<file path="src/rtl/tsc_pkg.sv">
// ----------------------------------------------------------------------------
// tsc_pkg
// Shared types, constants and the CRC-8 byte update for the scratchpad checker.
// ----------------------------------------------------------------------------
package tsc_pkg;

  // Field widths
  localparam int unsigned ByteW   = 8;
  localparam int unsigned PosW    = 4;
  localparam int unsigned AddrW   = 6;
  localparam int unsigned TempW   = 23;
  localparam int unsigned StatusW = 2;
  localparam int unsigned RawW    = 16;

  // Reflected form of polynomial 0x31
  localparam logic [ByteW-1:0] CRC_POLY_REFL = 8'h8C;
  // Position of the sensor's own CRC byte
  localparam logic [PosW-1:0]  LAST_POS      = 4'd8;
  // raw * 625 / 10 is raw * 125 / 2
  localparam int               TEMP_SCALE    = 125;
  localparam int               MK_OFFSET     = 273150;

  // Status bit positions
  localparam int unsigned ST_ADDR_BIT = 0;
  localparam int unsigned ST_CRC_BIT  = 1;

  // Frame data handed on when the CRC byte is processed
  typedef struct packed {
    logic                   valid;
    logic [ByteW-1:0]       crc_byte;
    logic [ByteW-1:0]       crc;
    logic [AddrW-1:0]       addr;
    logic signed [RawW-1:0] raw;
  } frame_end_t;

  // One byte of the reflected CRC-8, bit at a time
  function automatic logic [ByteW-1:0] crc8_update(input logic [ByteW-1:0] crc,
                                                   input logic [ByteW-1:0] b);
    logic [ByteW-1:0] c;
    c = crc ^ b;
    for (int k = 0; k < ByteW; k++) begin
      if (c[0]) begin
        c = (c >> 1) ^ CRC_POLY_REFL;
      end else begin
        c = c >> 1;
      end
    end
    return c;
  endfunction

endpackage

</file>
<file path="src/rtl/tsc_if.sv">
// ----------------------------------------------------------------------------
// Scratchpad checker channels
// Valid/ready channels for input bytes, results and the address register.
// ----------------------------------------------------------------------------
interface tsc_in_if import tsc_pkg::*; ();
  logic             valid;
  logic             ready;
  logic [ByteW-1:0] scratch_byte;
  logic             frame_restart;

  modport source (output valid, scratch_byte, frame_restart, input ready);
  modport sink   (input valid, scratch_byte, frame_restart, output ready);
endinterface


</file>
<file path="src/rtl/tsc_frame.sv">
// ----------------------------------------------------------------------------
// tsc_frame
// Input register plus frame tracking: byte position, running CRC and the
// temperature and address bytes of the current scratchpad.
// ----------------------------------------------------------------------------
module tsc_frame import tsc_pkg::*; (
  input  logic       clk,
  input  logic       rst,
  tsc_in_if.sink     scratch,
  input  logic       take,
  output frame_end_t frame_end
);

  // Input register
  logic             s1_valid;
  logic [ByteW-1:0] s1_byte;
  logic             s1_restart;

  // Frame state
  logic [PosW-1:0]  byte_position;
  logic [ByteW-1:0] running_crc;
  logic [ByteW-1:0] temp_low_byte;
  logic [ByteW-1:0] temp_high_byte;
  logic [AddrW-1:0] address_seen;

  logic [PosW-1:0]  pos;
  logic [ByteW-1:0] crc;
  logic             is_last;
  logic             advance;

  // Effective position and CRC of the registered byte
  always_comb begin
    pos     = s1_restart ? '0 : byte_position;
    crc     = s1_restart ? '0 : running_crc;
    is_last = (pos >= LAST_POS);
    // a CRC byte moves on only when the result register can take it
    advance = s1_valid && (!is_last || take);
  end

  assign scratch.ready = !s1_valid || advance;

  // Input register
  always_ff @(posedge clk) begin
    if (rst) begin
      s1_valid <= 1'b0;
    end else if (scratch.ready) begin
      s1_valid <= scratch.valid;
    end
    if (scratch.valid && scratch.ready) begin
      s1_byte    <= scratch.scratch_byte;
      s1_restart <= scratch.frame_restart;
    end
  end

  // Frame state update
  always_ff @(posedge clk) begin
    if (rst) begin
      byte_position  <= '0;
      running_crc    <= '0;
      temp_low_byte  <= '0;
      temp_high_byte <= '0;
      address_seen   <= '0;
    end else if (advance) begin
      if (!is_last) begin
        unique case (pos)
          PosW'(0): temp_low_byte  <= s1_byte;
          PosW'(1): temp_high_byte <= s1_byte;
          PosW'(2): address_seen   <= s1_byte[AddrW-1:0];
          default: ;
        endcase
        running_crc   <= crc8_update(crc, s1_byte);
        byte_position <= pos + PosW'(1);
      end else begin
        byte_position <= '0;
        running_crc   <= '0;
      end
    end
  end

  // Frame data towards the result stage
  always_comb begin
    frame_end.valid    = s1_valid && is_last;
    frame_end.crc_byte = s1_byte;
    frame_end.crc      = crc;
    frame_end.addr     = address_seen;
    frame_end.raw      = {temp_high_byte, temp_low_byte};
  end

endmodule

</file>
<file path="src/flat_wrapper.sv">
// flat-port wrapper written by rule: the top's interface ports become plain ports
module tsc_frame_flat import tsc_pkg::*;
  (clk, rst, take, frame_end, scratch_valid, scratch_scratch_byte, scratch_frame_restart, scratch_ready);
  tsc_in_if scratch_i ();
  input  logic clk;
  input  logic rst;
  input  logic take;
  output frame_end_t frame_end;
  input wire logic [$bits(scratch_i.valid)-1:0] scratch_valid;
  input wire logic [$bits(scratch_i.scratch_byte)-1:0] scratch_scratch_byte;
  input wire logic [$bits(scratch_i.frame_restart)-1:0] scratch_frame_restart;
  output wire logic [$bits(scratch_i.ready)-1:0] scratch_ready;
  assign scratch_i.valid = scratch_valid;
  assign scratch_i.scratch_byte = scratch_scratch_byte;
  assign scratch_i.frame_restart = scratch_frame_restart;
  assign scratch_ready = scratch_i.ready;
  tsc_frame u_core (.clk(clk), .rst(rst), .scratch(scratch_i), .take(take), .frame_end(frame_end));
endmodule
</file>
<file path="config.mk">
export PLATFORM = sky130hd
export DESIGN_NAME = tsc_frame_flat
export DESIGN_NICKNAME = d
export VERILOG_FILES = /design/src/rtl/tsc_pkg.sv /design/src/rtl/tsc_if.sv /design/src/rtl/tsc_frame.sv /design/src/flat_wrapper.sv
export SDC_FILE = /design/constraint.sdc
export NUM_CORES = 1
export LEC_CHECK = 0
export BUFFER_PORTS_ARGS = -buffer_cell sky130_fd_sc_hd__buf_2
export CORE_MARGIN = 1.5
export CORE_UTILIZATION = 25
export DETAILED_ROUTE_END_ITERATION = 8
export PLACE_DENSITY_LB_ADDON = 0.1
export SLEW_MARGIN = 20
export SYNTH_ARGS = -nofsm -noshare
export SYNTH_HDL_FRONTEND = slang
export SYNTH_SLANG_ARGS = --single-unit
</file>
<file path="constraint.sdc">
create_clock -name clk -period 5.3 [get_ports clk]
set_clock_uncertainty 0.15 [all_clocks]
set_input_delay 0.53 -clock clk [delete_from_list [all_inputs] [get_ports clk]]
set_output_delay 0.53 -clock clk [all_outputs]
set_load 0.05 [all_outputs]
</file>
== Word level (Yosys, flattened, before mapping) ==
Index checks and enable logic that the tools add are counted.

* Output and inout port bits: 40
* Memory bits (writable): 0
* Word-level logic and storage cells: 66
* Input port bits: 13
* Latch bits: 0
* Memories kept: 0
* Bits in registers: 44
* ROM bits: 0

* Eq/ne operators: 2
* Shift-type cells: 0
* Muxes and demuxes: 33
* Div/mod/pow operators: 0
* Reduce and logical (&&, ||, !) cells: 11
* Add/sub/neg operators: 1
* $mul: 0
* Magnitude comparators: 1
* Bitwise logic cells: 10

{| class="wikitable"
|+ Operators with widths
! operator !! count
|-
| 8-bit two-way mux || 31
|-
| 2-bit NOT with 3-bit output || 8
|-
| 3-bit AND reduction || 3
|-
| 4-bit two-way mux || 2
|-
| 8-bit XOR || 1
|-
| 4-bit by 1-bit adder with 4-bit output, second input constant || 1
|-
| 4-bit by 1-bit equality test with 1-bit output, second input constant || 1
|-
| 4-bit by 2-bit equality test with 1-bit output, second input constant || 1
|-
| 4-bit >= comparator, second input constant || 1
|-
| 4-bit logical NOT || 1
|-
| 1-bit logical AND || 3
|-
| 1-bit logical NOT || 2
|-
| 1-bit logical OR || 2
|-
| 1-bit NOT || 1
|}

== Logic depth before layout (Yosys ltp) ==
* Depth in word-level cells: 40
* Gate-level depth with buffers: 8
* Depth with buffers taken out: 6

== Worst setup path before layout ==
Ideal clock, no wire load.

* Kind: register to register
* Start: reg u_core.s1_restart
* End: reg u_core.running_crc[2]
* Library setup time: 0.117 ns
* Path buffers: 0
* Cell stages (with the launch flop): 7
* Period minus slack after synthesis: 2.379 ns
* Arrival time: 2.112 ns
* Slack: 2.921 ns
* Data required time: 5.033 ns
* Path through: edfxtp_1 nor2b_1 xnor2_1 xnor2_1 xnor2_2 xnor2_1 a22o_1

{| class="wikitable"
|+ RTL lines
! element !! RTL line !! text
|-
| from (decl) || tsc_frame.sv:17 || <nowiki>logic s1_restart;</nowiki>
|-
| from (signal assigned) || tsc_frame.sv:51 || <nowiki>s1_restart <= scratch.frame_restart;</nowiki>
|-
| to (signal assigned) || tsc_frame.sv:71 || <nowiki>running_crc <= crc8_update(crc, s1_byte);</nowiki>
|-
| to (decl) || tsc_frame.sv:21 || <nowiki>logic [ByteW-1:0] running_crc;</nowiki>
|}

== Worst setup path in the final report ==
* Start: reg u_core.s1_restart
* End: out scratch_ready

* Word-level cells in the longest chain between the ends: 6

{| class="wikitable"
|+ Ends and longest elaborated chain
! element !! RTL line !! text
|-
| 4-bit two-way mux || tsc_frame.sv:33 || <nowiki>pos = s1_restart ? '0 : byte_position;</nowiki>
|-
| 4-bit >= comparator || tsc_frame.sv:35 || <nowiki>is_last = (pos >= LAST_POS);</nowiki>
|-
| 1-bit logical NOT || tsc_frame.sv:37 || <nowiki>advance = s1_valid && (!is_last || take);</nowiki>
|-
| 1-bit logical OR || tsc_frame.sv:37 ||
|-
| 1-bit logical AND || tsc_frame.sv:37 ||
|-
| 1-bit logical OR || tsc_frame.sv:40 || <nowiki>assign scratch.ready = !s1_valid || advance;</nowiki>
|-
| to (decl) || flat_wrapper.sv:12 || <nowiki>output wire logic [$bits(scratch_i.ready)-1:0] scratch_ready;</nowiki>
|}

Every way passes these cells.

==> run metrics <==
Synth area leader=dfxtp_1; antenna fix cells=0; setup TNS=0 ps; DRT Wirelength=5080 microns; Post-synth EDFFs=9; Setup crit start kind=register; DRT antenna net count=0; clock slew seen by the registers of the worst setup and hold paths=about 90 ps; initial core utilization=between 20% and 30%; number of synthesized register bits=44; CP max FO=17; non-filler cells, final=approximately 360; slew of the pin with the lowest slew margin=between 800 and 900 ps; dpl hpwl=about 3600 microns; Power Density=331 mW/mm^2; Nets=about 280; DRT Pass-1 Iters=4; first-pass GRT wire length=8190 microns; Critical Path RT=around 4600 ps; fin crit share=approximately half; Pleak=~0.95 nW; largest net degree at the start of global routing=34; Placed Cells incl. Taps=between 300 and 400; cell area after placement=between 0.002 and 0.0025 sq mm; routability cong.=0.754; arrival time worst endpoint=around 1900 ps; Slew Limit Headroom=about two fifths; Sink Count=44; CTS tree=yes; postcts setup bufs=0; Synth top area share=36.1%; syn nets=roughly 230; die height=91.2 microns; Core ar.=0.00737 sq mm; Overall Global Routing Usage=between 10% and 20%; Worst IR Drop VDD=about 0.00013 V; chip width=91.2 microns; num ports=53; Final Power=between 0.7 and 0.8 mW; CTS Hold Bufs=0; synth warn=0; CTS buffer count=5; register area share after synthesis=between 40 and 50%; Worst R2R Setup Slack=about 2900 ps; area grow syn2layout=23.1%; post_cts resized=0; commonest non-fill, non-tap cell in the layout=buf_2; Worst Hold Class=in -> reg; most frequent cells in the layout=buf_2 (52), dfxtp_1 (35), nand2_1 (27); top cells by area, synth=dfxtp_1 (36%), edfxtp_1 (14%), xnor2_1 (8.6%); Fill cells=between 800 and 900; Synth cell types=25; area of the multi-input gates=approximately 920 sq um; via count=around 1,600; number of buffers added on ports=52; WL/cell=around 14 microns; CTS Root Cell=clkbuf_8; kind of critical path=reg -> out; antenna violations before repair=0; Post-Synthesis Cells=208; vias in the first global route=between 1,500 and 2,000; RSZ-0062 raised after global routing=false; DRC=0; fmax=approximately 0.4 GHz; Top FF cell, synth=dfxtp_1; drt via density=about 4.4; H-tree levels=2; status=complete, no violations; nature of the critical path endpoint=output port; row count=31; Fin. Hold Viols=0; final setup fails=0; Worst-Skew Late Latency=around 300 ps; async set-reset flop share out of synthesis=0%; min Tclk post-route=between 2000 and 3000 ps; gr ovfl total=0; FF+latch area=around 1000 sq um; Bufs on Longest Clock Path=2; max cap viols=0; Initial DRC Count=just over 90; layout cells sized above 1=27.1%; Slew Limit Fails=0; Post-Syn Area=between 0.0015 and 0.002 sq mm; Non-Filler Cell Area, Final=0.00239 sq mm; Die ar.=between 0.008 and 0.009 sq mm; syn_area_per_cell=between 9 and 10 sq um
==> synthesized netlist by cell type (3+ instances only) <==
cell and number:
a21oi_1 23, a22o_1 4, a22oi_1 5, buf_2 3, clkbuf_1 7, dfxtp_1 35, edfxtp_1 9, ha_1 5
inv_2 3, nand2_1 27, nand2b_1 4, nand3_1 23, nor2_1 16, nor2b_1 8, nor3_1 3, xnor2_1 19
xnor2_2 4
==> path summary, 6_finish.rpt <==
kind,cells after the start,end,from
worst max-delay path,4,scratch_ready,u_core.s1_restart$_DFFE_PP_
worst min-delay path,1,u_core.s1_byte[4]$_DFFE_PP_,scratch_scratch_byte[4]
worst max register to register,5,u_core.temp_low_byte[0]$_SDFFE_PP0P_,u_core.s1_restart$_DFFE_PP_
worst min register to register,2,u_core.address_seen[3]$_SDFFE_PP0P_,u_core.address_seen[3]$_SDFFE_PP0P_
==> worst max-delay path, stage by stage, from the launching register on <==
cell and delay [ps]:
edfxtp_1 650, nand2b_1 340, nor3_1 310, inv_1 80, buf_2 220
==> where the power goes <==
part	internal, mW	switching [mW]
combinational	0.0633	0.105
clock	0.121	0.123
sequential	0.360	0.0197
==> sequential cells by signal, summed over array words and instances, names as in the netlist <==
| register | flops |
|---|---|
| u_core.s1_byte | 8 |
| u_core.running_crc | 8 |
| u_core.temp_high_byte | 8 |
| u_core.temp_low_byte | 8 |
| u_core.byte_position | 4 |
| u_core.s1_valid | 1 |
| u_core.s1_restart | 1 |
| u_core.address_seen | 6 |
==> metrics by stage <==
stage               util (%)  hold WS [ps]  setup WS (ps)
CTS                     32.5           238           2710
floorplan                  -           277           2920
finish                  32.5           247           2730
global route            32.5           231           2540
global placement        31.0           292           2860
detailed placement      31.0           298           2820
==> cell families after synthesis <==
group	Yosys count	synth area share [%]
AO/OA/AOI/OAI	35	10.8
XOR/XNOR	24	12.4
adder cells (fa/ha/maj)	5	3.22
buffers and inverters	14	2.90
flip-flops	44	50.0
AND/OR/NAND/NOR	86	20.7
==> area by class of cell <==
cell class | count | share of cell area, %
flip-flops and latches | 44 | 40.6
multi-input cells | 150 | 38.3
repair buffers | 52 | 10.9
well taps | 99 | 5.18
clock buffers | 6 | 3.92
inverters | 4 | 0.628
clock inverters | 2 | 0.523
==> layer usage <==
| metal | vias to the layer above | wire length, microns | GRT usage [%] |
|---|---|---|---|
| met3 | 8 | 254 | 3.52 |
| li1 | 798 | - | - |
| met1 | 706 | 2700 | 19.3 |
| met5 | - | 0 | 0 |
| met4 | 0 | 57 | 3.91 |
| met2 | 42 | 2070 | 17.5 |
(Power assumes the default switching activity.)
